[src/rtl/core/sbs_pkg.sv]
// ----------------------------------------------------------------------------
// Signature scanner package
// Sizes, item codes and shared types of the multi-signature byte scanner.
// ----------------------------------------------------------------------------
package sbs_pkg;

  localparam int NUM_SIGS     = 8;
  localparam int MAX_SIG_LEN  = 32;
  localparam int MAX_SCAN     = 65536;
  localparam int REPORT_SLOTS = (NUM_SIGS < 8) ? NUM_SIGS : 8;

  localparam int SLOT_W  = (NUM_SIGS > 1) ? $clog2(NUM_SIGS) : 1;
  localparam int POS_W   = (MAX_SIG_LEN > 1) ? $clog2(MAX_SIG_LEN) : 1;
  localparam int LEN_W   = $clog2(MAX_SIG_LEN + 1);
  localparam int SEEN_W  = $clog2(MAX_SCAN + 1);
  localparam int OFF_W   = 16;
  localparam int CMP_W   = (SEEN_W > LEN_W) ? ((SEEN_W > OFF_W) ? SEEN_W : OFF_W)
                                            : ((LEN_W > OFF_W) ? LEN_W : OFF_W);
  localparam int REP_IDX_W = (REPORT_SLOTS > 1) ? $clog2(REPORT_SLOTS) : 1;
  localparam int REP_CNT_W = $clog2(REPORT_SLOTS + 1);

  localparam int MODE_W     = 2;
  localparam int SLOT_IN_W  = 3;
  localparam int POS_IN_W   = 5;
  localparam int BYTE_W     = 8;
  localparam int LEN_IN_W   = 6;
  localparam int LEN_OUT_W  = 6;

  typedef enum logic [MODE_W-1:0] {
    MODE_LOAD = 2'd0,
    MODE_SCAN = 2'd1,
    MODE_END  = 2'd2
  } mode_e;

  typedef struct packed {
    logic              we;
    logic [SLOT_W-1:0] slot;
  } sig_wr_t;

endpackage

[src/rtl/core/sbs_cell.sv]
// ----------------------------------------------------------------------------
// Window cell
// Holds one byte of the scan window and the matching signature byte of every
// slot, passes its byte to the next cell on each scan, and flags hits.
// ----------------------------------------------------------------------------
module sbs_cell (
  input  logic                         clk_i,
  input  logic                         rst_ni,
  input  logic                         shift_i,
  input  logic [sbs_pkg::BYTE_W-1:0]   byte_i,
  output logic [sbs_pkg::BYTE_W-1:0]   byte_o,
  input  sbs_pkg::sig_wr_t             wr_i,
  input  logic [sbs_pkg::BYTE_W-1:0]   wr_byte_i,
  input  logic                         wr_care_i,
  output logic [sbs_pkg::NUM_SIGS-1:0] hit_o
);
  import sbs_pkg::*;

  logic [BYTE_W-1:0]                win_q;
  logic [NUM_SIGS-1:0][BYTE_W-1:0]  sig_q;
  logic [NUM_SIGS-1:0]              care_q;

  assign byte_o = win_q;

  always_comb begin
    for (int s = 0; s < NUM_SIGS; s++) begin
      hit_o[s] = !care_q[s] || (byte_i == sig_q[s]);
    end
  end

  always_ff @(posedge clk_i) begin
    if (shift_i) begin
      win_q <= byte_i;
    end
    if (wr_i.we) begin
      sig_q[wr_i.slot] <= wr_byte_i;
    end
  end

  always_ff @(posedge clk_i or negedge rst_ni) begin
    if (!rst_ni) begin
      care_q <= '0;
    end else if (wr_i.we) begin
      care_q[wr_i.slot] <= wr_care_i;
    end
  end

endmodule

[config.mk]
export PLATFORM = sky130hd
export DESIGN_NAME = sbs_cell
export DESIGN_NICKNAME = d
export VERILOG_FILES = /design/src/rtl/core/sbs_pkg.sv /design/src/rtl/core/sbs_cell.sv
export SDC_FILE = /design/constraint.sdc
export NUM_CORES = 1
export LEC_CHECK = 0
export BUFFER_PORTS_ARGS = -buffer_cell sky130_fd_sc_hd__buf_2
export CORE_UTILIZATION = 60
export DETAILED_ROUTE_END_ITERATION = 10
export HOLD_SLACK_MARGIN = 0.02
export PLACE_DENSITY = 0.83
export SETUP_SLACK_MARGIN = 0.5
export SYNTH_ARGS = -nofsm -noshare
export SYNTH_HDL_FRONTEND = slang
export SYNTH_SLANG_ARGS = --single-unit
[constraint.sdc]
create_clock -name clk_i -period 1.53 [get_ports clk_i]
set_clock_uncertainty 0.15 [all_clocks]
set_input_delay 0.153 -clock clk_i [delete_from_list [all_inputs] [get_ports clk_i]]
set_output_delay 0.153 -clock clk_i [all_outputs]
set_load 0.1 [all_outputs]
==> results.sh <==
export IMPL_syn_nets=221
export IMPL_fin_crit_ns=1.855
export IMPL_placedCellCount=310
export IMPL_num_antenna_cells=0
export IMPL_finalWirelength_um=6284
export IMPL_clock_latency_ns=0.34
export IMPL_post_cts_buffers=0
export IMPL_synth_top_cell_area_share=0.6548
export IMPL_cpPeakStageDelay_ns=0.43
export IMPL_path_class="flip-flop to output pin"
export IMPL_syn_mean_instance_area_um2=16.76
export IMPL_p_leak_uw=0.001475
export IMPL_clock_sinks=80
export IMPL_num_nets_final=285
export IMPL_p_per_area_nw_per_um2=1241
export IMPL_hold_violations=0
export IMPL_area_growth_pct=32.32
export IMPL_total_power_uw=5421
export IMPL_yosysTopAreaCell="edfxtp_1"
export IMPL_cts_tree="built"
export IMPL_chipWidth_um=76.19
export IMPL_cp_slowest_cell="edfxtp_1"
export IMPL_fin_cells=336
export IMPL_rows=26
export IMPL_min_path_type="input port to flip-flop"
export IMPL_slew_viol_final=0
export IMPL_maxCapViolations=0
export IMPL_h_tree_depth=3
export IMPL_grt_max_degree=14
export IMPL_peakVddDrop_v=0.0009223
export IMPL_firstDrtPassIters=4
export IMPL_critical_path_top_delay_family="flip-flops"
export IMPL_required_ns=1.23
export IMPL_path_clk_slew_ns=0.07
export IMPL_synth_seq_area_share=0.7154
export IMPL_dp_hpwl_um=4066
export IMPL_drcViolationCount=0
export IMPL_end_kind="output pin"
export IMPL_ioPinCount=40
export IMPL_first_global_vias=1946
export IMPL_start_util=0.6344
export IMPL_num_vias=1837
export IMPL_numPortBuffers=39
export IMPL_whs_path_depth=2
export IMPL_synth_cell_types=14
export IMPL_cp_depth=4
export IMPL_wl_per_cell_um=18.70
export IMPL_cts_path_max_buffers=2
export IMPL_die_y_um=76.19
export IMPL_routed_via_density=5.467
export IMPL_tightest_slew_ns=0.3037
export IMPL_synth_seq_cells=80
export IMPL_grt_remaining_overflow=0
export IMPL_synth_area_leaders="edfxtp_1, xnor2_1, dfrtp_1"
export IMPL_worst_path_max_fanout=1
export IMPL_fin_ws_ns=-0.3253
export IMPL_antenna_found_initial=0
export IMPL_grt_usage=0.2376
export IMPL_reg2regPathDepth=1
export IMPL_setup_viol=8
export IMPL_crit_chain="xnor2_2 -> nand4_1 -> o21ai_4 -> buf_12"
export IMPL_fmax_mhz=539.0
export IMPL_drive_gt1_frac=0.3571
export IMPL_netlist_area_um2=3302
export IMPL_grt_setup_unrepaired="yes"
export IMPL_yosysWarnings=0
export IMPL_start_kind="flip-flop"
export IMPL_status="finished, violations left"
export IMPL_timing_slew_headroom=0.7975
export IMPL_dieArea_um2=5804
export IMPL_core_area_um2=5205
export IMPL_clockRootBuffer="clkbuf_8"
export IMPL_fill_cells=266
export IMPL_antenna_left=0
export IMPL_netlist_instances=197
export IMPL_cp_arrival_ns=1.55
export IMPL_grt_pass1_wl_um=10030
export IMPL_gp_congestion=0.7760
export IMPL_cts_buffers=9
export IMPL_violations="setup timing"
export IMPL_critPathBufInv=1
export IMPL_dr_first_iter_drc_count=94
export IMPL_finalCritPeriodShare=1.213
==> registers in the layout, summed over array words and instances, names as in the netlist <==
register / flops
sig_q: 64
byte_o: 8
care_q: 8
==> cells in the mapped netlist <==
library cell,count
nand2_2,1
buf_2,8
mux2_1,4
xnor2_1,64
nor3_2,2
nand2b_4,1
nand2_1,1
o21ai_0,8
edfxtp_1,72
nor2_2,6
nand2b_1,2
nand4_1,16
dfrtp_1,8
mux2_4,4
==> stage by stage <==
step / util / TNS, ns / setup slack [ns] / instance area, um^2 / hold slack [ns]
finish: 0.8394 / -2.154 / -0.3253 / 4369 / 0.02425
global route: 0.8394 / -2.759 / -0.3896 / 4369 / 0.04166
CTS: 0.8365 / -2.104 / -0.2914 / 4354 / 0.02008
detailed placement: 0.7543 / 0 / 0.01318 / 3926 / -0.1333
global placement: 0.7543 / 0 / 0.02184 / 3926 / -0.1407
floorplan: - / -0.1139 / -0.01424 / 3473 / -0.2926
==> cell usage in the layout, fill, tap and decap left out, types with 3 or more instances in the layout <==
master / netlist / final
edfxtp_1: 72 / 72
dfrtp_1: 8 / 8
dlygate4sd3_1: 0 / 10
nand4_1: 16 / 16
buf_2: 8 / 23
nand2b_4: 1 / 3
buf_12: 0 / 16
o21ai_4: 0 / 8
xnor2_1: 64 / 62
buf_4: 0 / 12
clkinvlp_4: 0 / 3
clkbuf_8: 0 / 11
mux2_4: 4 / 6
nor2_4: 0 / 6
==> timing repair <==
action	CTS	global route
gates cloned	0	0
pin swaps	15	5
hold buffers	10	0
resized for setup	32	2
endpoints found under the hold margin	80	0
endpoints found under the setup margin	16	16
==> path summary, 6_finish.rpt <==
path                            slack (ns)      start        end
worst max-delay path                 -0.33  sig_q[12]   hit_o[1]
worst min register to register        0.41  care_q[0]  care_q[0]
worst min-delay path                  0.02  wr_care_i  care_q[0]
max in group asynchronous             0.99     rst_ni  care_q[7]
worst max register to register        0.56  care_q[1]  care_q[1]
min in group asynchronous             0.05     rst_ni  care_q[4]
==> cell type report <==
cell class	count	area, um^2	share of cell area
multi-input cells	109	1086	0.2486
flip-flops and latches	80	2362	0.5407
repair buffers	61	625.6	0.1432
well taps	70	87.58	0.02005
clock buffers	12	155.1	0.03551
clock inverters	4	52.55	0.01203
==> routing by layer <==
| metal | track usage | wire, um | vias to the layer above |
|---|---|---|---|
| met3 | 0.04790 | 259 | 15 |
| met4 | 0.1212 | 144 | 0 |
| met2 | 0.3900 | 3190 | 61 |
| li1 | - | - | 847 |
| met1 | 0.3031 | 2688 | 914 |
| met5 | 0 | 0 | - |
==> logic make-up after synthesis <==
kind of cell,Yosys count,synth area share
multiplexers,8,0.03183
AND/OR/NAND/NOR,29,0.05874
AO/OA/AOI/OAI,8,0.01213
buffers and inverters,8,0.01213
XOR/XNOR,64,0.1698
flip-flops,80,0.7154
==> power breakdown <==
part	leakage [uW]	switching (uW)	total, uW	internal [uW]
combinational	0.000624	757	1250	490
clock	0.0000948	731	1570	843
sequential	0.000756	91.8	2600	2510
total	0.00147	1580	5420	3840
Power figures use the tool's default switching activity.
