===== config.mk =====
export PLATFORM = sky130hd
export DESIGN_NAME = sbs_sig_table
export DESIGN_NICKNAME = d
export VERILOG_FILES = /design/src/rtl/core/sbs_pkg.sv /design/src/rtl/core/sbs_sig_table.sv
export SDC_FILE = /design/constraint.sdc
export NUM_CORES = 2
export LEC_CHECK = 0
export BUFFER_PORTS_ARGS = -buffer_cell sky130_fd_sc_hd__buf_2
export CORE_ASPECT_RATIO = 0.9
export CORE_MARGIN = 2
export CORE_UTILIZATION = 40
export DETAILED_ROUTE_END_ITERATION = 7
export SLEW_MARGIN = 20
export SYNTH_ARGS = -nofsm -noshare
export SYNTH_HDL_FRONTEND = slang
export SYNTH_SLANG_ARGS = --single-unit

===== constraint.sdc =====
create_clock -name clk_i -period 16.85 [get_ports clk_i]
set_input_delay 3.37 -clock clk_i [delete_from_list [all_inputs] [get_ports clk_i]]
set_output_delay 3.37 -clock clk_i [all_outputs]
set_load 0.02 [all_outputs]

===== src/rtl/core/sbs_pkg.sv =====
// ----------------------------------------------------------------------------
// Signature scanner package
// Sizes, item codes and shared types of the multi-signature byte scanner.
// ----------------------------------------------------------------------------
package sbs_pkg;

  localparam int NUM_SIGS     = 8;
  localparam int MAX_SIG_LEN  = 32;
  localparam int MAX_SCAN     = 65536;
  localparam int REPORT_SLOTS = (NUM_SIGS < 8) ? NUM_SIGS : 8;

  localparam int SLOT_W  = (NUM_SIGS > 1) ? $clog2(NUM_SIGS) : 1;
  localparam int POS_W   = (MAX_SIG_LEN > 1) ? $clog2(MAX_SIG_LEN) : 1;
  localparam int LEN_W   = $clog2(MAX_SIG_LEN + 1);
  localparam int SEEN_W  = $clog2(MAX_SCAN + 1);
  localparam int OFF_W   = 16;
  localparam int CMP_W   = (SEEN_W > LEN_W) ? ((SEEN_W > OFF_W) ? SEEN_W : OFF_W)
                                            : ((LEN_W > OFF_W) ? LEN_W : OFF_W);
  localparam int REP_IDX_W = (REPORT_SLOTS > 1) ? $clog2(REPORT_SLOTS) : 1;
  localparam int REP_CNT_W = $clog2(REPORT_SLOTS + 1);

  localparam int MODE_W     = 2;
  localparam int SLOT_IN_W  = 3;
  localparam int POS_IN_W   = 5;
  localparam int BYTE_W     = 8;
  localparam int LEN_IN_W   = 6;
  localparam int LEN_OUT_W  = 6;

  typedef enum logic [MODE_W-1:0] {
    MODE_LOAD = 2'd0,
    MODE_SCAN = 2'd1,
    MODE_END  = 2'd2
  } mode_e;

  typedef struct packed {
    logic              we;
    logic [SLOT_W-1:0] slot;
  } sig_wr_t;

endpackage


===== src/rtl/core/sbs_sig_table.sv =====
// ----------------------------------------------------------------------------
// Signature table
// Holds the loaded signature bytes and lengths, and on every load produces
// the slot's signature reversed and aligned to the newest window byte.
// ----------------------------------------------------------------------------
module sbs_sig_table (
  input  logic                                                clk_i,
  input  logic                                                rst_ni,
  input  logic                                                load_i,
  input  logic [sbs_pkg::SLOT_IN_W-1:0]                       slot_i,
  input  logic [sbs_pkg::POS_IN_W-1:0]                        byte_pos_i,
  input  logic [sbs_pkg::BYTE_W-1:0]                          data_byte_i,
  input  logic [sbs_pkg::LEN_IN_W-1:0]                        sig_length_i,
  output sbs_pkg::sig_wr_t                                    wr_o,
  output logic [sbs_pkg::MAX_SIG_LEN-1:0][sbs_pkg::BYTE_W-1:0] rev_row_o,
  output logic [sbs_pkg::MAX_SIG_LEN-1:0]                     care_o,
  output logic [sbs_pkg::NUM_SIGS-1:0][sbs_pkg::LEN_W-1:0]    len_o
);
  import sbs_pkg::*;

  logic [MAX_SIG_LEN-1:0][BYTE_W-1:0] row_q [NUM_SIGS];
  logic [NUM_SIGS-1:0][LEN_W-1:0]     len_q;
  logic [MAX_SIG_LEN-1:0][BYTE_W-1:0] new_row;
  logic [MAX_SIG_LEN-1:0][BYTE_W-1:0] rev_full;
  logic [LEN_W-1:0]                   len_clamp;
  logic [LEN_W-1:0]                   shift_amt;
  logic                               slot_ok;
  logic                               pos_ok;

  assign slot_ok   = 32'(slot_i) < NUM_SIGS;
  assign pos_ok    = 32'(byte_pos_i) < MAX_SIG_LEN;
  assign len_clamp = (32'(sig_length_i) > MAX_SIG_LEN) ? LEN_W'(MAX_SIG_LEN)
                                                        : LEN_W'(sig_length_i);

  assign wr_o.we   = load_i && slot_ok;
  assign wr_o.slot = SLOT_W'(slot_i);

  always_comb begin
    new_row = row_q[wr_o.slot];
    if (pos_ok) begin
      new_row[POS_W'(byte_pos_i)] = data_byte_i;
    end
    for (int j = 0; j < MAX_SIG_LEN; j++) begin
      rev_full[j] = new_row[MAX_SIG_LEN-1-j];
    end
  end

  // Window cell m compares against signature byte (length - 1 - m).
  assign shift_amt = LEN_W'(MAX_SIG_LEN) - len_clamp;
  assign rev_row_o = rev_full >> {shift_amt, 3'b000};
  assign care_o    = ~({MAX_SIG_LEN{1'b1}} << len_clamp);
  assign len_o     = len_q;

  always_ff @(posedge clk_i) begin
    if (wr_o.we) begin
      row_q[wr_o.slot] <= new_row;
    end
  end

  always_ff @(posedge clk_i or negedge rst_ni) begin
    if (!rst_ni) begin
      len_q <= '0;
    end else if (wr_o.we) begin
      len_q[wr_o.slot] <= len_clamp;
    end
  end

endmodule


==> impl_summary.log <==
INFO  metric status = finished with violations
INFO  metric violations = DRC
INFO  metric worstSetupEndpointType = output port
INFO  metric synthDominantAreaCellType = sky130_fd_sc_hd__edfxtp_1
INFO  metric worstMarginPinSlew = 1.33 ns
INFO  metric hold_start = len_o[46]
INFO  metric critical-path-top-delay-family = buffers and inverters
INFO  metric route.antenna.remaining_nets = 0
INFO  metric cts_post_setup_buffers_inserted = 0
INFO  metric final_min_period_over_clock_period = 76.6%
INFO  metric timing.clock.skew = 0.0625 ns
INFO  metric cts_root_buffer = sky130_fd_sc_hd__clkbuf_16
INFO  metric finalSetupViolCount = 0
INFO  metric worstSetupStartpointType = primary input
INFO  metric cts_tree = built
INFO  metric min_delay_worst_endpoint = len_o[46]
INFO  metric post_synth_num_cell_types = approximately 110
INFO  metric timing.critical_path.fanout_max = 60
INFO  metric initial_core_util = 40.1%
INFO  metric dieWidth = 525 µm
INFO  metric yosys_register_bits = 2096
INFO  metric synth-edff-count = 2048
INFO  metric fillCellCount = 21500
INFO  metric drc_errors = 1
INFO  metric r2r_cells = 4
INFO  metric fin_worst_hold_slack = 0.472 ns
INFO  metric drive_gt1_share = 22.9%
INFO  metric h-tree-depth = 4
INFO  metric detail_route.wl_per_cell = 40.6 µm
INFO  metric die-area = about 0.25 mm²
INFO  metric synth.cell_area = about 0.098 mm²
INFO  metric post_drt_via_cell_ratio = between 6 and 7
INFO  metric critical_path_class = primary input to output port
INFO  metric floorplan.io_pins = 365
INFO  metric number_of_global_route_vias_before_repair = between 60000 and 70000
INFO  metric main_flop_type_after_synthesis = sky130_fd_sc_hd__edfxtp_1
INFO  metric cts.path.max_buffers = 3
INFO  metric min-delay-path-class = flip-flop to flip-flop
INFO  metric critical-path-top-cell-by-count = sky130_fd_sc_hd__buf_4
INFO  metric grt_max_degree = around 120
INFO  metric row_count = about 170
INFO  metric finalPower = between 0.01 and 0.015 W
INFO  metric relSlewSlack = 11.1%
INFO  metric cts_buffers = 204
INFO  metric number_of_instances_on_the_worst_hold_path = 2
INFO  metric cp_slowest_stage_delay = roughly 0.82 ns
INFO  metric r2r_slack = 14.01 ns
INFO  metric drt-total-wl = 422000 µm
INFO  metric timing.rr.start = row_q[7][0]
INFO  metric synth_top_area_share = 63.0%
INFO  metric fmax = 77.5 MHz
INFO  metric worst_ep_required_time = around 13 ns
INFO  metric firstDrtPassIters = 8
INFO  metric port-buffer-count = 364
INFO  metric crit_path_top_delay_cell = sky130_fd_sc_hd__mux2i_1
INFO  metric syn-num-nets = roughly 6700
INFO  metric drt_iter0_drc = 13700
INFO  metric critical_path_arrival = 9.53 ns
INFO  metric final_common_cell = sky130_fd_sc_hd__edfxtp_1
INFO  metric tns = 0 ns
INFO  metric rsz_0062_raised_after_global_routing = no
INFO  metric period_needed = about 13 ns
INFO  metric flow.area_growth_from_synthesis = 12.3%
INFO  metric grt_pass1_wl = 563000 µm
INFO  metric endpoint_of_the_most_critical_register_to_register_path = row_q[6][0]
INFO  metric antenna_found_initial = 56
INFO  metric cts_hold_buffers = 0
INFO  metric grt_use_total = 32.9%
INFO  metric clk_pin_slew_worst_paths = 0.06 ns
INFO  metric synth.yosys.warnings = 0
INFO  metric gr-total-overflow = 0
INFO  metric ir_worst_vdd = 0.000116 V
INFO  metric cts.repair.resized = 0
INFO  metric clk-insertion-delay-late = 0.92 ns
INFO  metric worstPathBufferInverterCount = 5
INFO  metric timing_hold_violations_final = 0
INFO  metric chipHeight = 473 µm
INFO  metric postSynth.asyncResetShare = 2.29%
INFO  metric cell_breakdown_of_the_critical_path = buf_8, buf_4, nand2_4, buf_4, o22ai_1, a21oi_1, a21oi_2, inv_1, mux2i_1, o211ai_1, a22oi_2, o21ai_1, buf_2
INFO  metric number_of_violations_of_the_max_capacitance_limit = 0
INFO  metric final_max_slew_viol_count = 0
INFO  metric detailed_route_via_count = 70800
INFO  metric gp_congestion = 1.06
INFO  metric hpwlAfterDp = 277000 µm
INFO  metric synth-seq-area-share = roughly 64%
INFO  metric p_per_area = 120 mW/mm²
INFO  metric leakage = 37.7 nW
INFO  metric preCtsSetupSlack = 4.41 ns
INFO  metric syn_avg_cell_area = 14.6 µm²
INFO  metric finish.net_count = 7018
INFO  metric floorplan.core_area = roughly 0.24 mm²
INFO  metric layout_common_cells = 2048 x sky130_fd_sc_hd__edfxtp_1, 562 x sky130_fd_sc_hd__mux2i_1, 381 x sky130_fd_sc_hd__nor2_1
INFO  metric synth_area_leaders = sky130_fd_sc_hd__edfxtp_1 63%, sky130_fd_sc_hd__mux2i_1 5.8%, sky130_fd_sc_hd__mux4_2 5.3%, sky130_fd_sc_hd__mux2_2 3.2%, sky130_fd_sc_hd__nor2_1 1.6%
INFO  metric syn_inst = between 6000 and 7000
INFO  metric clock_sink_count = around 2100
INFO  metric final.setup.worst_slack = ~3.9 ns
-- worst reg2reg max path: stages (launching register included) --
cell and delay, ns:
sky130_fd_sc_hd__edfxtp_1 0.35, sky130_fd_sc_hd__mux4_2 0.48, sky130_fd_sc_hd__mux2_2 0.31, sky130_fd_sc_hd__o21ai_0 0.77, sky130_fd_sc_hd__inv_1 0.52
-- layout make-up --
cell class / count / area (µm²) / area share, %
antenna: 24 / 60.1 / 0.0548
clock buffer: 252 / 5380 / 4.91
clock inverter: 122 / 1230 / 1.12
inverter: 115 / 513 / 0.468
multi-input combinational: 3947 / 31800 / 29.0
sequential: 2096 / 62700 / 57.2
tap: 3219 / 4030 / 3.67
timing repair buffer: 625 / 3960 / 3.61
-- power breakdown --
part | switching (W) | total, W | internal (W)
combinational | 0.00189 | 0.00254 | 0.000649
sequential | 0.0000346 | 0.00599 | 0.00596
clock | 0.00204 | 0.00457 | 0.00252
-- Yosys cell counts (13+ instances only) --
cell type and instances:
sky130_fd_sc_hd__edfxtp_1 2048, sky130_fd_sc_hd__mux2i_1 562, sky130_fd_sc_hd__nor2_1 409, sky130_fd_sc_hd__nand2_1 385, sky130_fd_sc_hd__mux2_2 275, sky130_fd_sc_hd__mux4_2 230
sky130_fd_sc_hd__o21ai_0 225, sky130_fd_sc_hd__o22ai_1 225, sky130_fd_sc_hd__clkbuf_1 224, sky130_fd_sc_hd__a22oi_1 179, sky130_fd_sc_hd__a21oi_1 159, sky130_fd_sc_hd__nand3_1 151
sky130_fd_sc_hd__buf_2 131, sky130_fd_sc_hd__nor3_1 121, sky130_fd_sc_hd__inv_1 106, sky130_fd_sc_hd__o221ai_1 105, sky130_fd_sc_hd__a211oi_1 79, sky130_fd_sc_hd__buf_4 69
sky130_fd_sc_hd__nor2b_1 68, sky130_fd_sc_hd__a21o_1 51, sky130_fd_sc_hd__buf_6 51, sky130_fd_sc_hd__dfrtp_1 48, sky130_fd_sc_hd__o211ai_1 45, sky130_fd_sc_hd__o31ai_1 45
sky130_fd_sc_hd__buf_1 42, sky130_fd_sc_hd__and2_1 35, sky130_fd_sc_hd__a31o_2 34, sky130_fd_sc_hd__nand2b_1 30, sky130_fd_sc_hd__and3_1 29, sky130_fd_sc_hd__o21ai_1 28
sky130_fd_sc_hd__a221oi_1 26, sky130_fd_sc_hd__a2bb2oi_1 26, sky130_fd_sc_hd__o22a_1 25, sky130_fd_sc_hd__a221o_1 24, sky130_fd_sc_hd__a22o_1 24, sky130_fd_sc_hd__o21a_1 22
sky130_fd_sc_hd__o32ai_1 20, sky130_fd_sc_hd__a31oi_1 18, sky130_fd_sc_hd__a211o_1 17, sky130_fd_sc_hd__or2_2 16, sky130_fd_sc_hd__buf_8 15, sky130_fd_sc_hd__or3_1 15
sky130_fd_sc_hd__o2bb2ai_1 14, sky130_fd_sc_hd__nor3b_1 13
-- sequential cells by signal, summed over array words and instances, names as in the netlist --
name,count
len_o,48
row_q,2048
-- cells by family (layout without fill, tap and decap cells) --
logic type	count (synthesis)	count (layout)	synth area share [%]
other	0	24	0
AOI/OAI and AO/OA	1527	1527	11.2
buffers and inverters	656	1114	3.65
muxes	1083	1083	14.6
DFF	2096	2096	64.2
adders and majority gates	4	4	0.0513
and+or+nand+nor	1333	1333	6.27
-- how the worst max path moves through the flow --
stage                           endpoint  cells after the start  slack [ns]       startpoint
after floorplan           rev_row_o[145]                     20        5.81  sig_length_i[5]
after global placement     rev_row_o[23]                     13        4.40        slot_i[2]
after detailed placement   rev_row_o[23]                     13        4.41        slot_i[2]
after CTS                  rev_row_o[23]                     13        4.41        slot_i[2]
after global routing       rev_row_o[23]                     13        4.15        slot_i[2]
final                      rev_row_o[23]                     13        3.95        slot_i[2]
-- per-stage QoR --
stage          util (%)  std cells  cell area [µm²]
2_1_floorplan         -       6699            97600
3_5_place_dp       42.3      10000           103000
6_report           45.0      10400           110000
4_1_cts            45.0      10400           109000
3_3_place_gp       42.2      10000           103000
5_1_grt            45.0      10400           110000
-- metal layers --
layer  GRT usage, %  part of all wire, %
met2           45.3                   41
met4           20.7                  7.4
met1           43.9                   38
met5              0                0.076
met3           11.9                   14
(Power assumes the default switching activity.)
