$ cat src/rtl/core/sbs_pkg.sv
// ----------------------------------------------------------------------------
// Signature scanner package
// Sizes, item codes and shared types of the multi-signature byte scanner.
// ----------------------------------------------------------------------------
package sbs_pkg;

  localparam int NUM_SIGS     = 8;
  localparam int MAX_SIG_LEN  = 32;
  localparam int MAX_SCAN     = 65536;
  localparam int REPORT_SLOTS = (NUM_SIGS < 8) ? NUM_SIGS : 8;

  localparam int SLOT_W  = (NUM_SIGS > 1) ? $clog2(NUM_SIGS) : 1;
  localparam int POS_W   = (MAX_SIG_LEN > 1) ? $clog2(MAX_SIG_LEN) : 1;
  localparam int LEN_W   = $clog2(MAX_SIG_LEN + 1);
  localparam int SEEN_W  = $clog2(MAX_SCAN + 1);
  localparam int OFF_W   = 16;
  localparam int CMP_W   = (SEEN_W > LEN_W) ? ((SEEN_W > OFF_W) ? SEEN_W : OFF_W)
                                            : ((LEN_W > OFF_W) ? LEN_W : OFF_W);
  localparam int REP_IDX_W = (REPORT_SLOTS > 1) ? $clog2(REPORT_SLOTS) : 1;
  localparam int REP_CNT_W = $clog2(REPORT_SLOTS + 1);

  localparam int MODE_W     = 2;
  localparam int SLOT_IN_W  = 3;
  localparam int POS_IN_W   = 5;
  localparam int BYTE_W     = 8;
  localparam int LEN_IN_W   = 6;
  localparam int LEN_OUT_W  = 6;

  typedef enum logic [MODE_W-1:0] {
    MODE_LOAD = 2'd0,
    MODE_SCAN = 2'd1,
    MODE_END  = 2'd2
  } mode_e;

  typedef struct packed {
    logic              we;
    logic [SLOT_W-1:0] slot;
  } sig_wr_t;

endpackage

$ cat src/rtl/core/sbs_report.sv
// ----------------------------------------------------------------------------
// Report sequencer
// Captures the scan results at end of buffer and hands them out one word
// per slot, in slot order, marking the final word.
// ----------------------------------------------------------------------------
module sbs_report (
  input  logic                                                   clk_i,
  input  logic                                                   rst_ni,
  input  logic                                                   start_i,
  input  logic [sbs_pkg::REPORT_SLOTS-1:0]                       found_i,
  input  logic [sbs_pkg::REPORT_SLOTS-1:0][sbs_pkg::OFF_W-1:0]   off_i,
  input  logic [sbs_pkg::REPORT_SLOTS-1:0][sbs_pkg::LEN_W-1:0]   len_i,
  output logic                                                   can_start_o,
  output logic                                                   out_valid_o,
  input  logic                                                   out_stall_i,
  output logic [sbs_pkg::SLOT_IN_W-1:0]                          sig_slot_o,
  output logic                                                   found_o,
  output logic [sbs_pkg::OFF_W-1:0]                              start_offset_o,
  output logic [sbs_pkg::LEN_OUT_W-1:0]                          match_length_o,
  output logic                                                   last_o
);
  import sbs_pkg::*;

  logic                                       active_q, active_d;
  logic [REP_IDX_W-1:0]                       idx_q, idx_d;
  logic [REP_IDX_W-1:0]                       last_idx_q, last_idx_d;
  logic [REPORT_SLOTS-1:0]                    fnd_q;
  logic [REPORT_SLOTS-1:0][OFF_W-1:0]         off_q;
  logic [REPORT_SLOTS-1:0][LEN_W-1:0]         len_q;
  logic [REP_CNT_W-1:0]                       count;
  logic                                       take;
  logic                                       at_last;

  // The report ends at the first empty slot.
  always_comb begin
    logic stop;
    stop  = 1'b0;
    count = '0;
    for (int r = 0; r < REPORT_SLOTS; r++) begin
      if (!stop && (len_i[r] != '0)) begin
        count = REP_CNT_W'(r + 1);
      end else begin
        stop = 1'b1;
      end
    end
  end

  assign take        = active_q && !out_stall_i;
  assign at_last     = idx_q == last_idx_q;
  assign can_start_o = !active_q || (take && at_last);

  always_comb begin
    active_d   = active_q;
    idx_d      = idx_q;
    last_idx_d = last_idx_q;
    priority if (start_i) begin
      active_d   = count != '0;
      idx_d      = '0;
      last_idx_d = REP_IDX_W'(count - 1'b1);
    end else if (take) begin
      if (at_last) begin
        active_d = 1'b0;
      end else begin
        idx_d = idx_q + 1'b1;
      end
    end
  end

  always_ff @(posedge clk_i or negedge rst_ni) begin
    if (!rst_ni) begin
      active_q   <= 1'b0;
      idx_q      <= '0;
      last_idx_q <= '0;
    end else begin
      active_q   <= active_d;
      idx_q      <= idx_d;
      last_idx_q <= last_idx_d;
    end
  end

  always_ff @(posedge clk_i) begin
    if (start_i) begin
      fnd_q <= found_i;
      len_q <= len_i;
      for (int r = 0; r < REPORT_SLOTS; r++) begin
        off_q[r] <= found_i[r] ? off_i[r] : '0;
      end
    end
  end

  assign out_valid_o    = active_q;
  assign sig_slot_o     = SLOT_IN_W'(idx_q);
  assign found_o        = fnd_q[idx_q];
  assign start_offset_o = off_q[idx_q];
  assign match_length_o = LEN_OUT_W'(len_q[idx_q]);
  assign last_o         = at_last;

endmodule

$ cat config.mk
export PLATFORM = sky130hd
export DESIGN_NAME = sbs_report
export DESIGN_NICKNAME = d
export VERILOG_FILES = /design/src/rtl/core/sbs_pkg.sv /design/src/rtl/core/sbs_report.sv
export SDC_FILE = /design/constraint.sdc
export NUM_CORES = 1
export LEC_CHECK = 0
export ABC_CLOCK_PERIOD_IN_PS = 4500
export BUFFER_PORTS_ARGS = -buffer_cell sky130_fd_sc_hd__buf_2
export CAP_MARGIN = 10
export CORE_MARGIN = 5
export CORE_UTILIZATION = 55
export CTS_BUF_LIST = sky130_fd_sc_hd__clkbuf_2 sky130_fd_sc_hd__clkbuf_4 sky130_fd_sc_hd__clkbuf_8
export CTS_CLUSTER_SIZE = 20
export DETAILED_ROUTE_END_ITERATION = 6
export MAX_ROUTING_LAYER = met4
export PLACE_DENSITY = 0.82
export REMOVE_ABC_BUFFERS = 1
export SLEW_MARGIN = 15
export SYNTH_ARGS = -nofsm -noshare
export SYNTH_HDL_FRONTEND = slang
export SYNTH_SLANG_ARGS = --single-unit
$ cat constraint.sdc
create_clock -name clk_i -period 4.5 [get_ports clk_i]
set_clock_uncertainty 0.1 [all_clocks]
set_input_delay 0.675 -clock clk_i [delete_from_list [all_inputs] [get_ports clk_i]]
set_output_delay 0.675 -clock clk_i [all_outputs]
set_load 0.03 [all_outputs]
==> results of run 1 <==
## final cells by class
cell class,instances,share of cell area (%)
flip-flops and latches,191,56.96
multi-input cells,260,25.76
repair buffers,220,11.30
clock buffers,20,2.560
well taps,188,2.348
clock inverters,12,0.9492
inverters,3,0.1124
## stage by stage
stage	instances	total power, mW	util (%)	cell area [um2]
finish	894	3.916	66.15	10020
floorplan	454	2.664	-	8293
global placement	861	2.920	63.76	9657
detailed placement	861	2.947	63.76	9657
CTS	894	3.954	66.15	10020
global route	894	4.093	66.15	10020
## layer usage
metal / vias to the layer above / GRT usage [%] / routed length [um]
met4: 0 / 7.314 / 287
li1: 2257 / - / -
met1: 2431 / 31.51 / 8098
met5: - / - / 0
met3: 28 / 4.351 / 1621
met2: 283 / 35.37 / 9263
## placed cells by master, fill, tap and decap left out, types with 2 or more instances in the layout
master / netlist / layout
ha_1: 2 / 2
xnor2_1: 3 / 3
nand3_1: 5 / 5
clkbuf_8: 0 / 17
clkinv_2: 0 / 6
nand2_1: 11 / 11
dfrtp_1: 7 / 4
o21ai_1: 4 / 4
buf_2: 7 / 215
nor2_1: 14 / 14
edfxtp_1: 184 / 184
and2_1: 129 / 129
buf_4: 1 / 2
clkinvlp_4: 0 / 3
inv_1: 3 / 3
mux2_4: 14 / 14
dfrtp_2: 0 / 2
nor4_1: 7 / 7
mux4_1: 9 / 9
mux4_2: 37 / 37
clkbuf_4: 1 / 3
mux2_2: 9 / 9
## registers in the layout (all words and copies together) (netlist names)
name         flops
len_q           48
fnd_q            8
off_q          128
out_valid_o      1
last_idx_q       3
sig_slot_o       3
## critical path: stages, from the launching register on
cell and delay [ns]:
dfrtp_4 1.10, mux4_1 0.67, mux2_4 0.28, buf_2 0.18
## worst paths after layout
| kind | start | endpoint | cells after the start |
|---|---|---|---|
| setup / recovery | sig_slot_o[0] | start_offset_o[15] | 3 |
| hold / removal | len_i[27] | len_q[27] | 1 |
| setup reg to reg | sig_slot_o[2] | sig_slot_o[1] | 4 |
| hold reg to reg | last_idx_q[1] | last_idx_q[1] | 2 |
| max in group asynchronous | rst_ni | sig_slot_o[0] | 2 |
| min in group asynchronous | rst_ni | last_idx_q[0] | 2 |
## cells in the mapped netlist, types with 2 or more instances
cell	instances	area, um2
and2_1	129	807.0
buf_12	3	60.06
buf_2	7	35.03
clkbuf_1	9	33.78
dfrtp_1	7	175.2
edfxtp_1	184	5525
ha_1	2	25.02
inv_1	3	11.26
mux2_2	9	101.4
mux2_4	14	210.2
mux4_1	9	236.5
mux4_2	37	833.3
nand2_1	11	41.29
nand3_1	5	25.02
nor2_1	14	52.55
nor4_1	7	43.79
o21ai_1	4	20.02
xnor2_1	3	26.28
## power by group
group / switching [mW] / leakage [nW] / internal, mW
registers: 0.103 / 1.86 / 2.10
logic: 0.332 / 1.80 / 0.357
clock network: 0.571 / 0.180 / 0.450
## logic make-up after synthesis
group	Yosys count	share of synthesized area [%]
AO/OA/AOI/OAI	11	1.113
XOR/XNOR	5	0.7416
adder cells (fa/ha/maj)	2	0.2966
buffers and inverters	24	1.839
flip-flops	191	67.57
multiplexers	70	16.49
AND/OR/NAND/NOR	172	11.95
## timing repair
item | in CTS | in global routing
hold endpoints to repair | 7 | 0
resized for setup | 0 | 0
hold buffers | 1 | 0
==> results.md, run 1 <==
* Status: completed
* Die Span X at 133.9 um
* Syn. warnings at 0
* Clock transition at the registers of the reported paths at 0.09 ns
* Overflow after GRT at 0
* CP Max Fanout at 50
* Syn Area/Cell at 17.76 um2
* Cells after Synth at 475
* Clock H-tree levels at 4
* Area delta synth->final at 18.75%
* CP Capture Type: output pin
* Max_cap viols at 0
* Startpoint Class: flip-flop
* Initial Util at 55.70%
* Crit path kind: reg -> out
* Async SR Flop Fraction at 3.665%
* DR iter-0 viols at 370
* WP data required at 3.72 ns
* Gp weighted congestion at 0.8833
* Multi-input logic area at 0.002581 mm2
* Final period util at 77.51%
* Die height at 133.9 um
* Highest clock rate at 286.7 MHz
* Initial antenna violation count at 0
* Wire per inst at 21.56 um
* Setup Viol. Count Final at 0
* Post-DRT Antenna Nets at 0
* Vias/cell at 5.592
* Final nets at 883
* Lkg Pwr at 3.837 nW
* Hold Crit Class: in -> reg
* Largest net degree at the start of global routing at 122
* Site Rows at 45
* FF-to-FF setup slack at 2.28 ns
* # clock sinks at 191
* Hold_ws at 0.3211 ns
* Crit path time final at 3.488 ns
* Inserted Clock Buffers at 17
* DRC violations left at 0
* Final slew viol count at 0
* Postcts setup bufs at 0
* IO Pins at 217
* GRT Total Usage at 22.95%
* Vias in the first global route at 5,529
* Share of layout cells above drive strength 1 at 44.76%
* Worst-skew pair later-pin latency at 0.44 ns
* Worst-margin pin slew at 1.065 ns
* Post-DP HPWL at 13.50 mm
* Slew headroom at 29.00%
* Core ar. at 0.01515 mm2
* Sequential cell area at 0.005707 mm2
* CTS Buffer Depth at 2
* Worst vdd ir at 0.2757 mV
* Port Buffers at 216
* Root buffer cell: clkbuf_8
* Number of synthesized flops with an enable pin at 184
* Drt first pass iters at 5
* Filler cell count at 1,047
* Full die area at 0.01792 mm2
* Setup TNS Final at 0 ns
* Via count at 4,999
* Mapped Area at 0.008437 mm2
* First-pass GRT wire length at 30.10 mm
* Final Hold Viols at 0
* Antenna Cells at 0
* PwrDens at 390.9 mW/mm2
* Dpl ws at 1.418 ns
* Ys flop type: edfxtp_1
* Setup ws final at 1.012 ns
* CTS tree: built
* Post-synthesis sequential area ratio at 67.57%
* RSZ-0062 raised after global routing: false
* Post-synth cell types at 36
* WL final at 19.27 mm
* Critical Path AT at 2.71 ns
* Yosys reg bits at 191
(Power assumes the default switching activity.)
==> run 2: changes to the inputs <==
--- a/config.mk
+++ b/config.mk
@@ -5,7 +5,7 @@
 export SDC_FILE = /design/constraint.sdc
 export NUM_CORES = 1
 export LEC_CHECK = 0
-export ABC_CLOCK_PERIOD_IN_PS = 4500
+export ABC_CLOCK_PERIOD_IN_PS = 3600
 export BUFFER_PORTS_ARGS = -buffer_cell sky130_fd_sc_hd__buf_2
 export CAP_MARGIN = 10
 export CORE_MARGIN = 5
==> constraint.sdc (replaced) <==
create_clock -name clk_i -period 3.6 [get_ports clk_i]
set_clock_uncertainty 0.1 [all_clocks]
set_input_delay 0.54 -clock clk_i [delete_from_list [all_inputs] [get_ports clk_i]]
set_output_delay 0.54 -clock clk_i [all_outputs]
set_load 0.03 [all_outputs]
==> run 2 against run 1 <==
Sequential power grew 24%; via count increased by 0.16%; sequential share of layout area is 0.74 points lower; routed wire length grew 0.60%; sequential cell count unchanged; register-to-register slack lost 0.87 ns; die area unchanged; critical endpoint is now match_length_o[5]; largest cell class unchanged.
==> results.md, run 2 (synthesis gave the netlist of run 1 again) <==
* Comb pwr share at 17.2% (was 17.6%)
* WP data required at 2.96 ns (was 3.72 ns)
* M2 GR Usage at 36.08% (was 35.37%)
* Wire per inst at 21.59 um (was 21.56 um)
* Port Buffers at 216 (unchanged)
* Setup ws final at 0.3219 ns (was 1.012 ns)
* Seq pwr share at 53.1% (was 56.4%)
* Via count at 5,007 (was 4,999)
* Startpoint Class: flip-flop (unchanged)
* DRC violations left at 0 (unchanged)
* Overflow after GRT at 0 (unchanged)
* Max_cap viols at 0 (unchanged)
* Switching share of power at 25.24% (was 25.69%)
* Largest net degree at the start of global routing at 77 (was 122)
* Drt first pass iters at 7 (was 5)
* Worst vdd ir at 0.2374 mV (was 0.2757 mV)
* CTS Buffer Depth at 2 (unchanged)
* Initial antenna violation count at 1 (was 0)
* Die Span X at 133.9 um (unchanged)
* Post-DP HPWL at 14.09 mm (was 13.50 mm)
* DR iter-0 viols at 368 (was 370)
* Commonest cells after routing, fill and taps aside: buf_2 (215), edfxtp_1 (184), and2_1 (129) (unchanged)
* Final Util at 67.01% (was 66.15%)
* Worst-skew pair later-pin latency at 0.45 ns (was 0.44 ns)
* Commonest non-fill, non-tap cell in the layout: buf_2 (unchanged)
* Share of layout cells above drive strength 1 at 45.13% (was 44.76%)
* IO Pins at 217 (unchanged)
* Net Sw Power at 1.305 mW (was 1.006 mW)
* Clock transition at the registers of the reported paths at 0.10 ns (was 0.09 ns)
* Critical Path AT at 2.64 ns (was 2.71 ns)
* Root buffer cell: clkbuf_8 (unchanged)
* GRT Total Usage at 23.09% (was 22.95%)
* Inserted Clock Buffers at 17 (unchanged)
* Total power at 5.171 mW (was 3.916 mW)
* Postcts setup bufs at 0 (unchanged)
* Regs by FF count: off_q (128), len_q (48), fnd_q (8) (unchanged)
* Clk pwr share at 29.7% (was 26.1%)
* PostCTS Resize Cnt at 0 (unchanged)
* First-pass GRT wire length at 30.07 mm (was 30.10 mm)
* Clock H-tree levels at 4 (unchanged)
* PwrDens at 509.5 mW/mm2 (was 390.9 mW/mm2)
* Slew headroom at 38.70% (was 29.00%)
* Hold Crit Class: in -> reg (unchanged)
* Final Hold Viols at 0 (unchanged)
* Final nets at 886 (was 883)
* M3 GR Usage at 5.064% (was 4.351%)
* Final slew viol count at 0 (unchanged)
* Final period util at 91.06%
* Highest clock rate at 305.1 MHz
* Filler cell count at 1,040 (was 1,047)
* Crit path time final at 3.278 ns
* Busiest grt layer: met2 (unchanged)
* Worst-margin pin slew at 0.9194 ns (was 1.065 ns)
* Full die area at 0.01792 mm2 (unchanged)
* Core ar. at 0.01515 mm2 (unchanged)
* Vias/cell at 5.576 (was 5.592)
* Status: completed (unchanged)
* CTS tree: built (unchanged)
* Initial Util at 55.70% (unchanged)
* Vias in the first global route at 5,470 (was 5,529)
* Gp weighted congestion at 0.8920 (was 0.8833)
* Die height at 133.9 um (unchanged)
* Site Rows at 45 (unchanged)
* Dpl ws at 0.7570 ns (was 1.418 ns)
* Met1 usage at 30.89% (was 31.51%)
* RSZ-0062 raised after global routing: false (unchanged)
* CP Capture Type: output pin (unchanged)
* WL final at 19.39 mm (was 19.27 mm)
* Area delta synth->final at 20.30% (was 18.75%)
* Setup Viol. Count Final at 0 (unchanged)
* Max reg flops at 128 (unchanged)
* CP Max Fanout at 33 (was 50)
* Post-DRT Antenna Nets at 0 (unchanged)
* # clock sinks at 191 (unchanged)
* Register with the highest flop count: off_q (unchanged)
* Internal at 3.866 mW (was 2.910 mW)
* Lkg Pwr at 3.902 nW (was 3.837 nW)
* Crit path kind: reg -> out (unchanged)
[run 2: changes by cell type in the layout (fill, tap and decap cells not counted), sizes merged]
cell and delta:
inv +5, clkbuf -2, clkinv -4, buf +3
bufinv +3, clkinvlp -2, diode +1
[run 2: final cells by class]
type | count | area (um2) | share of cell area (%)
Antenna cell | 1 | 2.502 | 0.02465
Tap cell | 188 | 235.2 | 2.318
Inverter | 3 | 11.26 | 0.1109
Timing Repair Buffer | 223 | 1167 | 11.50
Clock buffer | 18 | 241.5 | 2.379
Clock inverter | 14 | 203.9 | 2.009
Sequential cell | 191 | 5707 | 56.23
Multi-Input combinational cell | 260 | 2581 | 25.43
[run 2: final timing paths]
kind,startpoint,endpoint,slack [ns],cells past startpoint
worst max-delay path,sig_slot_o[0],match_length_o[5],0.32,4
worst min-delay path,len_i[33],len_q[33],0.18,1
worst max register to register,sig_slot_o[0],sig_slot_o[2],1.41,6
worst min register to register,last_idx_q[1],last_idx_q[1],0.43,2
max in group asynchronous,rst_ni,sig_slot_o[0],2.83,2
min in group asynchronous,rst_ni,out_valid_o,0.39,2
[run 2: worst max-delay path, stage by stage (launching register included)]
cell and delay [ns]:
dfrtp_4 0.87, buf_12 0.28, mux4_1 0.57, mux2_4 0.28, buf_2 0.18
[run 2: power by group through the flow]
stage          Clock (mW)  Combinational, mW  Sequential (mW)
6_report             1.54              0.889             2.74
5_1_grt              1.68              0.946             2.77
3_3_place_gp            0              0.874             2.78
2_1_floorplan           0              0.550             2.78
4_1_cts              1.58              0.898             2.75
3_5_place_dp            0              0.894             2.80
[run 2: per-layer routing]
layer / routed length [um] / up-vias
li1: - / 2271
met4: 290 / 0
met5: 0 / -
met3: 1880 / 23
met1: 7869 / 2420
met2: 9346 / 293
[run 2: metrics by stage]
stage | cell area (um2) | cells | TNS [ns] | hold slack (ns)
after detailed placement | 9692 | 864 | 0 | 0.2860
after CTS | 10150 | 897 | 0 | 0.1230
after global routing | 10150 | 898 | 0 | 0.1370
after global placement | 9692 | 864 | 0 | 0.2820
final | 10150 | 898 | 0 | 0.1751
after floorplan | 8293 | 454 | -4.347 | 0.1444
[run 2: timing repair]
| item | in CTS | in global routing |
|---|---|---|
| hold endpoints to repair | 7 | 0 |
| hold buffers | 1 | 0 |
| setup endpoints to repair | 0 | 0 |
==> run 3: changes to the inputs <==
--- a/config.mk
+++ b/config.mk
@@ -9,12 +9,12 @@
 export BUFFER_PORTS_ARGS = -buffer_cell sky130_fd_sc_hd__buf_2
 export CAP_MARGIN = 10
 export CORE_MARGIN = 5
-export CORE_UTILIZATION = 55
+export CORE_UTILIZATION = 47
 export CTS_BUF_LIST = sky130_fd_sc_hd__clkbuf_2 sky130_fd_sc_hd__clkbuf_4 sky130_fd_sc_hd__clkbuf_8
 export CTS_CLUSTER_SIZE = 20
 export DETAILED_ROUTE_END_ITERATION = 6
 export MAX_ROUTING_LAYER = met4
-export PLACE_DENSITY = 0.82
+export PLACE_DENSITY = 0.72
 export REMOVE_ABC_BUFFERS = 1
 export SLEW_MARGIN = 15
 export SYNTH_ARGS = -nofsm -noshare
==> run 3 against run 2 <==
Via count fell by 2.1%; final cell count rose by 4.6%; sequential cell count did not move; first-iteration DRC count rose by 2.4%; combinational power rose by 3.8%; largest power group unchanged; sequential power barely moved; register-to-register slack improved by 0.23 ns; final area rose by 0.40%; setup slack improved by 0.11 ns; clock-buffer cell count fell by 1; clock power fell by 7%; fmax rose by 3.6%; highest routed layer unchanged.
==> results.md, run 3 (synthesis gave the netlist of run 1 again) <==
* Hold_ws at 0.1757 ns (was 0.1751 ns)
* Critical path origin: sig_slot_o[0] (unchanged)
* Final slew viol count at 0 (unchanged)
* Startpoint Class: flip-flop (unchanged)
* Commonest cells after routing, fill and taps aside: buf_2 (215), edfxtp_1 (184), and2_1 (129) (unchanged)
* Initial antenna violation count at 0 (was 1)
* PostCTS Resize Cnt at 0 (unchanged)
* Clock transition at the registers of the reported paths at 0.09 ns (was 0.10 ns)
* IO Pins at 217 (unchanged)
* Postcts setup bufs at 0 (unchanged)
* Commonest non-fill, non-tap cell in the layout: buf_2 (unchanged)
* Crit path time final at 3.165 ns (was 3.278 ns)
* DR iter-0 viols at 377 (was 368)
* Vias/cell at 5.222 (was 5.576)
* Worst-skew pair later-pin latency at 0.45 ns (about the same)
* Via count at 4,903 (was 5,007)
* Cts hold-fix bufs at 1 (unchanged)
* Post-DRT Antenna Nets at 0 (unchanged)
* Worst-margin pin slew at 0.8633 ns (was 0.9194 ns)
* Post-DP HPWL at 13.93 mm (was 14.09 mm)
* Site Rows at 49 (was 45)
* WP data required at 2.96 ns (about the same)
* Max_cap viols at 0 (unchanged)
* Dpl ws at 0.8748 ns (was 0.7570 ns)
* Wire per inst at 20.62 um (was 21.59 um)
* Lkg Pwr at 3.888 nW (was 3.902 nW)
* CP Capture Type: output pin (unchanged)
* Crit path to: match_length_o[5] (unchanged)
* Setup TNS Final at 0 ns (unchanged)
* WL final at 19.36 mm (was 19.39 mm)
* Core ar. at 0.01784 mm2 (was 0.01515 mm2)
* CTS Buffer Depth at 2 (unchanged)
* Max reg flops at 128 (unchanged)
* Root buffer cell: clkbuf_8 (unchanged)
* Setup Viol. Count Final at 0 (unchanged)
* Share of layout cells above drive strength 1 at 44.85% (was 45.13%)
* Final Util at 57.11% (was 67.01%)
* Initial Util at 47.29% (was 55.70%)
* Die Span X at 144.0 um (was 133.9 um)
* Full die area at 0.02073 mm2 (was 0.01792 mm2)
* Inserted Clock Buffers at 17 (unchanged)
* Port Buffers at 216 (unchanged)
* CP Max Fanout at 19 (was 33)
* Overflow after GRT at 0 (unchanged)
* Regs by FF count: off_q (128), len_q (48), fnd_q (8) (unchanged)
* Highest clock rate at 315.9 MHz (was 305.1 MHz)
* Reg2Reg Capture Point: sig_slot_o[1] (was sig_slot_o[2])
* Setup ws final at 0.4345 ns (was 0.3219 ns)
* Status: completed (unchanged)
* DRC violations left at 0 (unchanged)
* FF-to-FF path depth at 4 (was 6)
* Largest net degree at the start of global routing at 95 (was 77)
* Critical Path AT at 2.53 ns (was 2.64 ns)
* Total power at 5.070 mW (was 5.171 mW)
* Hold Crit Class: in -> reg (unchanged)
* Final nets at 886 (unchanged)
* Clock H-tree levels at 4 (unchanged)
* CTS tree: built (unchanged)
* Vias in the first global route at 5,378 (was 5,470)
* Die height at 144.0 um (was 133.9 um)
* Worst vdd ir at 0.2507 mV (was 0.2374 mV)
* PwrDens at 497.6 mW/mm2 (was 509.5 mW/mm2)
* FF-to-FF Start: sig_slot_o[2] (was sig_slot_o[0])
* RSZ-0062 raised after global routing: false (unchanged)
* Crit path kind: reg -> out (unchanged)
* # clock sinks at 191 (unchanged)
* First-pass GRT wire length at 29.15 mm (was 30.07 mm)
* Slew headroom at 42.45% (was 38.70%)
* Gp weighted congestion at 0.8737 (was 0.8920)
* Final Hold Viols at 0 (unchanged)
* Area delta synth->final at 20.78% (was 20.30%)
* GRT Total Usage at 19.64% (was 23.09%)
* Register with the highest flop count: off_q (unchanged)
* Drt first pass iters at 6 (was 7)
* Final period util at 87.93% (was 91.06%)
* FF-to-FF setup slack at 1.64 ns (was 1.41 ns)
[run 3: where the power goes]
part	internal, mW	leakage (nW)	switching [mW]
sequential	2.63	1.86	0.0851
clock	0.640	0.204	0.791
combinational	0.461	1.82	0.463
[run 3: critical path, stage by stage, from the launching register on]
cell and delay [ns]:
dfrtp_4 0.68, buf_4 0.34, mux4_1 0.58, mux2_4 0.28, buf_2 0.18
[run 3: through the flow]
step | cells | cell area (um2)
floorplan | 454 | 8293
global placement | 905 | 9768
detailed placement | 905 | 9768
CTS | 938 | 10190
global route | 938 | 10190
finish | 939 | 10190
[run 3: final cells by class]
type | instances | area, um2
antenna | 1 | 2.502
clock buffer | 17 | 234.0
clock inverter | 15 | 175.2
fill | 1415 | 7651
inverter | 3 | 11.26
multi-input combinational | 260 | 2581
sequential | 191 | 5707
tap | 229 | 286.5
timing repair buffer | 223 | 1192
[run 3: metal layers]
metal | part of all wire, % | GRT usage (%) | wire, um
met1 | 42 | 26.46 | 8215
met2 | 48 | 30.77 | 9381
met3 | 8.1 | 4.497 | 1568
met4 | 1.0 | 4.856 | 194
met5 | 0 | - | 0
[run 3: how the worst min path moves through the flow]
| stage | start | endpoint | slack (ns) | cells after the start |
|---|---|---|---|---|
| final | len_i[39] | len_q[39] | 0.18 | 1 |
| after global routing | len_i[18] | len_q[18] | 0.13 | 1 |
| after CTS | len_i[39] | len_q[39] | 0.14 | 1 |
| after detailed placement | rst_ni | out_valid_o | 0.28 | 1 |
| after global placement | rst_ni | out_valid_o | 0.28 | 1 |
| after floorplan | rst_ni | last_idx_q[0] | 0.14 | 0 |
